**config.mk**
```make
export PLATFORM = sky130hd
export DESIGN_NAME = iqla_prod
export DESIGN_NICKNAME = d
export VERILOG_FILES = /design/src/rtl/iqla_pkg.sv /design/src/rtl/iqla_prod.sv
export SDC_FILE = /design/constraint.sdc
export NUM_CORES = 1
export LEC_CHECK = 0
export ABC_AREA = 1
export BUFFER_PORTS_ARGS = -buffer_cell sky130_fd_sc_hd__buf_4
export CAP_MARGIN = 20
export CORE_UTILIZATION = 55
export CTS_CLUSTER_SIZE = 24
export DETAILED_ROUTE_END_ITERATION = 7
export GPL_TIMING_DRIVEN = 0
export PLACE_DENSITY = 0.73
export SYNTH_ARGS = -nofsm -noshare
export SYNTH_HDL_FRONTEND = slang
export SYNTH_SLANG_ARGS = --single-unit
```
**constraint.sdc**
```tcl
create_clock -name clk_i -period 21.1 [get_ports clk_i]
set_input_delay 6.33 -clock clk_i [delete_from_list [all_inputs] [get_ports clk_i]]
set_output_delay 6.33 -clock clk_i [all_outputs]
set_load 0.02 [all_outputs]
```
**src/rtl/iqla_pkg.sv**
```systemverilog
package iqla_pkg;

  // field widths
  localparam int unsigned SampleW   = 16;
  localparam int unsigned EcgW      = 12;
  localparam int unsigned AccW      = 32;
  localparam int unsigned EcgSumW   = 22;
  localparam int unsigned FrameNumW = 8;
  localparam int unsigned FrameLenW = 11;

  // mid-scale code of the offset binary converters
  localparam logic [SampleW-1:0] MidCode = 16'd32767;

  // frame length after reset
  localparam logic [FrameLenW-1:0] FrameLenReset = 11'd1024;

  // shortest frame
  localparam logic [FrameLenW-1:0] MinFrameLen = 11'd2;

  typedef logic [SampleW-1:0]          code_t;
  typedef logic signed [SampleW-1:0]   cval_t;
  typedef logic [EcgW-1:0]             ecg_t;
  typedef logic signed [AccW-1:0]      acc_t;
  typedef logic [EcgSumW-1:0]          ecg_sum_t;
  typedef logic [FrameNumW-1:0]        frame_num_t;
  typedef logic [FrameLenW-1:0]        frame_len_t;

  // offset binary code to signed, keeping the low 16 bits
  function automatic cval_t center(input code_t code);
    code_t diff;
    diff = code - MidCode;
    return cval_t'(diff);
  endfunction

endpackage

```
**src/rtl/iqla_prod.sv**
```systemverilog
module iqla_prod import iqla_pkg::*; (
  input  logic  clk_i,
  input  logic  en_i,
  input  cval_t x_i,
  input  cval_t sin_i,
  input  cval_t cos_i,
  output acc_t  p_sin_o,
  output acc_t  p_cos_o
);

  acc_t p_sin_q, p_sin_d;
  acc_t p_cos_q, p_cos_d;

  // in-phase and quadrature products, exact in 32 bits
  always_comb begin
    p_sin_d = acc_t'(x_i) * acc_t'(sin_i);
    p_cos_d = acc_t'(x_i) * acc_t'(cos_i);
  end

  // product register
  always_ff @(posedge clk_i) begin
    if (en_i) begin
      p_sin_q <= p_sin_d;
      p_cos_q <= p_cos_d;
    end
  end

  assign p_sin_o = p_sin_q;
  assign p_cos_o = p_cos_q;

endmodule

```
==> results of run 1 <==
==> registers in the layout, indices dropped and copies added, names as in the netlist <==
name	count
p_sin_o	32
p_cos_o	32
==> layer usage <==
layer  share of wire  vias to the layer above  track usage
met3           0.068                      204       0.0562
met4           0.061                        6        0.179
met1            0.37                     9174        0.391
met2            0.50                      749        0.595
met5         0.00054                        -            0
li1                -                     8462            -
==> critical path, cell delays in order <==
cell and delay [ns]:
buf_4 0.16, clkbuf_1 0.78, nand2_1 0.23, inv_1 0.18, fa_1 0.56, fa_1 0.88
fa_1 0.53, fa_1 0.52, fa_1 0.50, inv_1 0.05, fa_1 0.47, inv_1 0.04
ha_1 0.42, nand2_1 0.14, nor2_1 0.15, inv_1 0.10, nor2_1 0.24, nand4_1 0.21
nand3_1 0.15, xor2_1 0.08
==> logic make-up (layout without fill, tap and decap cells) <==
| group | after synthesis | count (layout) | share of synthesized area |
|---|---|---|---|
| adders and majority gates | 688 | 688 | 0.536 |
| AOI/OAI and AO/OA | 99 | 99 | 0.0229 |
| DFF | 64 | 64 | 0.0822 |
| other | 0 | 1 | 0 |
| xor gates and xnor gates | 42 | 42 | 0.0157 |
| buffers and inverters | 1047 | 1146 | 0.168 |
| and+or+nand+nor | 1003 | 1003 | 0.175 |
==> layout make-up <==
type	count	area, um^2
multi-input cells	1832	17500
fillers	3881	16900
inverters	937	3520
flip-flops and latches	64	1920
well taps	539	674
repair buffers	83	623
plain buffers	110	413
clock buffers	11	233
clock inverters	5	81.3
diodes	1	2.50
==> Yosys cell counts (6+ instances only) <==
library cell and count:
inv_1 930, nand2_1 791, fa_1 524, ha_1 164, clkbuf_1 109, nor2_1 81
edfxtp_1 64, a21oi_1 57, nand3_1 55, xor2_1 37, o21ai_0 26, nand4_1 21
nor2_2 12, nand2_2 9, nor3_2 9, nor3_1 8, inv_2 7, nand3_2 6
==> metrics by stage <==
step / hold slack [ns] / cell area [um^2] / util
after floorplan: 6.44 / 23400 / -
after global placement: 6.76 / 24700 / 0.589
after detailed placement: 6.76 / 24700 / 0.589
after CTS: 6.49 / 25000 / 0.596
after global routing: 6.50 / 25000 / 0.596
final: 6.50 / 25000 / 0.596
==> worst paths after layout <==
path / startpoint / endpoint / slack (ns) / cells past startpoint
max: x_i[15] / p_sin_o[23]$_DFFE_PP_ / 8.47 / 20
min: sin_i[0] / p_sin_o[0]$_DFFE_PP_ / 6.50 / 3
==> impl_metrics.json, run 1 <==
{
  "wire_per_inst_um": 19.1,
  "h-tree-depth": 3,
  "hp-class": "input pin to register",
  "design.core.area_um2": 41900,
  "yosysUniqueCellTypes": 31,
  "fin_ws_ns": 8.47,
  "relSlewSlack": 0.251,
  "finalHoldViolations": 0,
  "fin_cells": 3582,
  "post_cts_buffers": 0,
  "setup_viol": 0,
  "dr_total_vias": 18595,
  "layout_common_cells": "inv_1, nand2_1, fa_1",
  "dp_slack_ns": 8.16,
  "grt_max_degree": 65,
  "synth_nets": 3681,
  "antenna_found_initial": 3,
  "timing.final.crit_share": 0.598,
  "overflow": 0,
  "cts_buffer_depth": 2,
  "track_usage": 0.337,
  "ys_seq_area_frac": 0.0822,
  "synth_area_per_cell_um2": 7.95,
  "drive_gt1_frac": 0.0483,
  "status": "complete, no violations",
  "cts_tree": "done",
  "area_growth_pct": 6.90,
  "initial_core_util": 0.558,
  "post_cts_resize_count": 0,
  "synth_edf_count": 64,
  "placementRows": 75,
  "yosys-top-cells-area": "fa_1, inv_1, nand2_1",
  "avgViaCountPerCell": 5.19,
  "dieWidth_um": 208,
  "startpoint_type": "input pin",
  "grt_pass1_vias": 20449,
  "firstDrtPassIters": 7,
  "fmax_mhz": 79.2,
  "clock-sinks": 64,
  "yosys_warnings": 0,
  "io_buffer_count": 83,
  "dp.cells": 3565,
  "drt-total-wl_mm": 68.4,
  "rsz0062_at_grt": "no",
  "ys_ff_latch": 64,
  "ios": 114,
  "ys_async_sr_fraction": 0,
  "drt_iter0_markers": 1148,
  "cts-root-buf": "clkbuf_16",
  "crit_required_ns": 21.21,
  "yosysTopAreaCellShare": 0.448,
  "ant_nets": 0,
  "place.gp.congestion": 0.963,
  "drv_slew": 0,
  "criticalPathCategory": "input pin to register",
  "tightest_slew_ns": 1.12,
  "fin_tns_setup_ns": 0,
  "holdBufCountCts": 0,
  "dpl.hpwl_mm": 58.6,
  "period_needed_ns": 12.63,
  "crit_fanout": 10,
  "dieArea_um2": 43400,
  "nNetsFinal": 3775,
  "synthCells": 2943,
  "synth_top_area_cell": "fa_1",
  "end_kind": "register",
  "grt_pass1_wl_mm": 110,
  "cts.clk_slew.worst_paths_ns": 0.06,
  "crit_arrival_ns": 12.74,
  "synth_area_um2": 23400,
  "numCtsBuffers": 9,
  "layout_commonest_cell": "inv_1",
  "synth_flop_cell": "edfxtp_1",
  "maxCapViolCount": 0,
  "die_h_um": 208,
  "drc": 0
}
Power of run 1 is not shown: default switching activity piles up to over one toggle a cycle in this logic, so the estimate is an artifact.
==> inputs of run 2 (changes only) <==
--- a/config.mk
+++ b/config.mk
@@ -5,14 +5,14 @@
 export SDC_FILE = /design/constraint.sdc
 export NUM_CORES = 1
 export LEC_CHECK = 0
-export ABC_AREA = 1
+export ABC_AREA = 0
 export BUFFER_PORTS_ARGS = -buffer_cell sky130_fd_sc_hd__buf_4
 export CAP_MARGIN = 20
 export CORE_UTILIZATION = 55
 export CTS_CLUSTER_SIZE = 24
 export DETAILED_ROUTE_END_ITERATION = 7
 export GPL_TIMING_DRIVEN = 0
-export PLACE_DENSITY = 0.73
+export PLACE_DENSITY = 0.76
 export SYNTH_ARGS = -nofsm -noshare
 export SYNTH_HDL_FRONTEND = slang
 export SYNTH_SLANG_ARGS = --single-unit
==> constraint.sdc (replaced) <==
create_clock -name clk_i -period 11.4 [get_ports clk_i]
set_input_delay 3.42 -clock clk_i [delete_from_list [all_inputs] [get_ports clk_i]]
set_output_delay 3.42 -clock clk_i [all_outputs]
set_load 0.02 [all_outputs]
==> impl_metrics.json, run 2 <==
{
  "status": "complete, no violations",
  "nNetsFinal": 3094,
  "fmax_mhz": 101,
  "area_growth_pct": 8.28,
  "synth_area_per_cell_um2": 9.67,
  "period_needed_ns": 9.93,
  "ios": 114,
  "hp-class": "input pin to register",
  "h-tree-depth": 3,
  "ys_async_sr_fraction": 0,
  "overflow": 0,
  "end_kind": "register",
  "dpl.hpwl_mm": 43.4,
  "yosysTopAreaCellShare": 0.486,
  "fin_cells": 2880,
  "place_area_um2": 23100,
  "drt_iter0_markers": 863,
  "synthCells": 2232,
  "ys_seq_area_frac": 0.0891,
  "crit_required_ns": 11.54,
  "synth_edf_count": 64,
  "yosys-top-cells-area": "fa_1, inv_1, ha_1",
  "drv_slew": 0,
  "track_usage": 0.282,
  "post_cts_resize_count": 0,
  "finalHoldViolations": 0,
  "die_h_um": 200,
  "synth_most_common_cell": "inv_1",
  "setup_viol": 0,
  "layout_common_cells": "inv_1, fa_1, nand2_1",
  "numCtsBuffers": 9,
  "drt-total-wl_mm": 50.9,
  "cts-root-buf": "clkbuf_16",
  "dieArea_um2": 40000,
  "avgViaCountPerCell": 5.35,
  "timing.final.crit_share": 0.871,
  "maxCapViolCount": 0,
  "synth_nets": 2970,
  "layout_commonest_cell": "inv_1",
  "io_buffer_count": 113,
  "ys_top_cells_by_count": "inv_1, fa_1, nand2_1",
  "relSlewSlack": 0.382,
  "drive_gt1_frac": 0.0584,
  "firstDrtPassIters": 5,
  "cts.clk_slew.worst_paths_ns": 0.06,
  "synth_flop_cell": "edfxtp_1",
  "grt_pass1_vias": 16540,
  "crit_fanout": 10,
  "place.gp.congestion": 0.940,
  "final_cell_area_um2": 23400,
  "dr_total_vias": 15408,
  "criticalPathCategory": "input pin to register",
  "initial_core_util": 0.558,
  "grt_max_degree": 65,
  "crit_arrival_ns": 10.07,
  "synth_top_area_cell": "fa_1",
  "clock-sinks": 64,
  "yosysUniqueCellTypes": 54,
  "startpoint_type": "input pin",
  "fin_tns_setup_ns": 0,
  "dp.cells": 2863,
  "tightest_slew_ns": 0.927,
  "yosys_warnings": 0,
  "hold_slack_ns": 3.38,
  "placementRows": 72,
  "dieWidth_um": 200,
  "ys_ff_latch": 64,
  "holdBufCountCts": 0,
  "rsz0062_at_grt": "no",
  "synth_area_um2": 21600,
  "design.core.area_um2": 38600,
  "drc": 0,
  "wire_per_inst_um": 17.7,
  "cts_tree": "done",
  "antenna_found_initial": 1,
  "cts_buffer_depth": 2,
  "ant_nets": 0,
  "post_cts_buffers": 0,
  "grt_pass1_wl_mm": 83.6
}
## run 2: final cells by class
type,instances,area [um^2]
Tap cell,518,648
Timing Repair Buffer,113,848
Multi-Input combinational cell,1514,17200
Buffer,80,300
Clock buffer,9,225
Clock inverter,7,62.6
Sequential cell,64,1920
Fill cell,3309,15300
Antenna cell,1,2.50
Inverter,574,2150
## run 2: kinds of logic (layout without fill, tap and decap cells)
kind of cell    after synthesis  count (layout)  synth area share
fa+ha+maj                   688             688             0.581
buf+inv                     654             783             0.114
simple gates                627             627             0.145
compound gates              130             130            0.0427
xor+xnor                     68              68            0.0276
flops                        64              64            0.0891
mux                           1               1          0.000464
other cells                   0               1                 0
## run 2: final timing paths
| path | from | endpoint | slack (ns) | depth (start not counted) |
|---|---|---|---|---|
| setup / recovery | x_i[15] | p_sin_o[31]$_DFFE_PP_ | 1.47 | 20 |
| hold / removal | sin_i[0] | p_sin_o[0]$_DFFE_PP_ | 3.38 | 2 |
## run 2: critical path, stage by stage
cell and delay, ns:
buf_4 0.11, clkbuf_1 0.67, nand2_1 0.23, inv_1 0.19, fa_1 0.55, fa_1 0.90
fa_1 0.53, fa_1 0.51, fa_1 0.50, inv_1 0.05, fa_1 0.48, inv_1 0.05
ha_1 0.36, a2111oi_0 0.40, o21ai_0 0.16, a31oi_1 0.29, nand3_1 0.17, a31o_1 0.25
a21oi_1 0.17, xnor2_1 0.08
## run 2: routing by layer
| metal | up-vias | part of all wire | GRT usage | routed length [um] |
|---|---|---|---|---|
| met2 | 514 | 0.49 | 0.476 | 25100 |
| li1 | 6803 | - | - | - |
| met4 | 2 | 0.030 | 0.0944 | 1500 |
| met1 | 8007 | 0.41 | 0.366 | 20700 |
| met5 | - | 0.00026 | 0 | 13 |
| met3 | 82 | 0.071 | 0.0524 | 3620 |
## run 2: per-stage QoR
step / worst slack, ns / util
2_1_floorplan: 2.28 / -
3_5_place_dp: 1.11 / 0.597
4_1_cts: 1.48 / 0.604
3_3_place_gp: 1.28 / 0.597
6_report: 1.47 / 0.604
5_1_grt: 1.06 / 0.604
Power of run 2 is left out for the same reason.
==> inputs of run 3 (changes only) <==
--- a/config.mk
+++ b/config.mk
@@ -12,7 +12,7 @@
 export CTS_CLUSTER_SIZE = 24
 export DETAILED_ROUTE_END_ITERATION = 7
 export GPL_TIMING_DRIVEN = 0
-export PLACE_DENSITY = 0.76
+export PLACE_DENSITY = 0.73
 export SYNTH_ARGS = -nofsm -noshare
 export SYNTH_HDL_FRONTEND = slang
 export SYNTH_SLANG_ARGS = --single-unit
==> constraint.sdc (replaced) <==
create_clock -name clk_i -period 9.8 [get_ports clk_i]
set_input_delay 2.94 -clock clk_i [delete_from_list [all_inputs] [get_ports clk_i]]
set_output_delay 2.94 -clock clk_i [all_outputs]
set_load 0.02 [all_outputs]
==> impl_metrics.json, run 3 (synthesis gave the netlist of run 2 again) <==
{
  "cts_buffer_depth": 2,
  "grt_pass1_vias": 16534,
  "fin_tns_setup_ns": 0,
  "startpoint_type": "input pin",
  "place.gp.congestion": 0.918,
  "drc": 0,
  "wl_met1_mm": 20.9,
  "antenna_found_initial": 2,
  "rsz0062_at_grt": "no",
  "end_kind": "register",
  "regArea_um2": 1920,
  "crit_arrival_ns": 9.42,
  "criticalPathCategory": "input pin to register",
  "clock-sinks": 64,
  "dp_slack_ns": 0.103,
  "status": "complete, no violations",
  "avgViaCountPerCell": 5.32,
  "dr_total_vias": 15315,
  "dieArea_um2": 40000,
  "finalHoldViolations": 0,
  "fillCellCount": 3389,
  "drt-total-wl_mm": 51.0,
  "holdBufCountCts": 0,
  "relSlewSlack": 0.353,
  "initial_core_util": 0.558,
  "design.core.area_um2": 38600,
  "post_cts_resize_count": 0,
  "ant_nets": 0,
  "layout_common_cells": "inv_1, fa_1, nand2_1",
  "ios": 114,
  "wire_per_inst_um": 17.7,
  "cts_tree": "done",
  "hold_slack_ns": 2.92,
  "dieWidth_um": 200,
  "wl_met2_mm": 25.2,
  "placementRows": 72,
  "die_h_um": 200,
  "highest_layer": "met5",
  "maxCapViolCount": 0,
  "timing.final.crit_share": 0.947,
  "post_cts_buffers": 0,
  "multiInputGateArea_um2": 17200,
  "overflow": 0,
  "drv_slew": 0,
  "numCtsBuffers": 9,
  "fin_ws_ns": 0.521,
  "drive_gt1_frac": 0.0593,
  "io_buffer_count": 113,
  "hp-class": "input pin to register",
  "crit_fanout": 14,
  "area_growth_pct": 8.55,
  "wl_met3_mm": 3.45,
  "fmax_mhz": 108,
  "h-tree-depth": 3,
  "drt_iter0_markers": 847,
  "dpl.hpwl_mm": 42.9,
  "track_usage": 0.283,
  "setup_viol": 0,
  "cts.clk_slew.worst_paths_ns": 0.06,
  "crit_required_ns": 9.94,
  "layout_commonest_cell": "inv_1",
  "nNetsFinal": 3093,
  "firstDrtPassIters": 5,
  "cts-root-buf": "clkbuf_16",
  "grt_pass1_wl_mm": 83.8,
  "period_needed_ns": 9.28,
  "tightest_slew_ns": 0.971,
  "grt_max_degree": 65
}
==> run 3: through the flow <==
| stage | utilization | std cells | area [um^2] |
|---|---|---|---|
| final | 0.606 | 2881 | 23400 |
| after global placement | 0.597 | 2863 | 23100 |
| after floorplan | - | 2232 | 21600 |
| after CTS | 0.606 | 2879 | 23400 |
| after global routing | 0.606 | 2878 | 23400 |
| after detailed placement | 0.597 | 2863 | 23100 |
==> run 3: area by class of cell <==
class	instances	area share
multi-input cells	1514	0.734
inverters	574	0.0920
flip-flops and latches	64	0.0821
repair buffers	113	0.0362
well taps	518	0.0277
plain buffers	79	0.0127
clock buffers	9	0.00962
clock inverters	7	0.00513
diodes	3	0.000321
==> run 3: layer usage <==
metal,vias to the layer above,GRT usage
li1,6798,-
met1,7962,0.375
met2,469,0.473
met3,84,0.0486
met4,2,0.0973
met5,-,0
==> run 3: final timing paths <==
check | slack, ns | endpoint | cells past startpoint | start
setup / recovery | 0.52 | p_sin_o[31]$_DFFE_PP_ | 19 | x_i[15]
hold / removal | 2.92 | p_sin_o[0]$_DFFE_PP_ | 2 | sin_i[0]
==> run 3: critical path, cell delays in order <==
cell	delay, ns
buf_4	0.24
clkbuf_1	0.57
and2_1	0.24
fa_1	0.56
fa_1	0.91
fa_1	0.53
fa_1	0.51
fa_1	0.49
inv_1	0.05
fa_1	0.47
inv_1	0.04
ha_1	0.36
a2111oi_0	0.38
o21ai_0	0.15
a31oi_1	0.30
nand3_1	0.16
a31o_1	0.24
a21oi_1	0.18
xnor2_1	0.08
Power of run 3 is left out for the same reason.
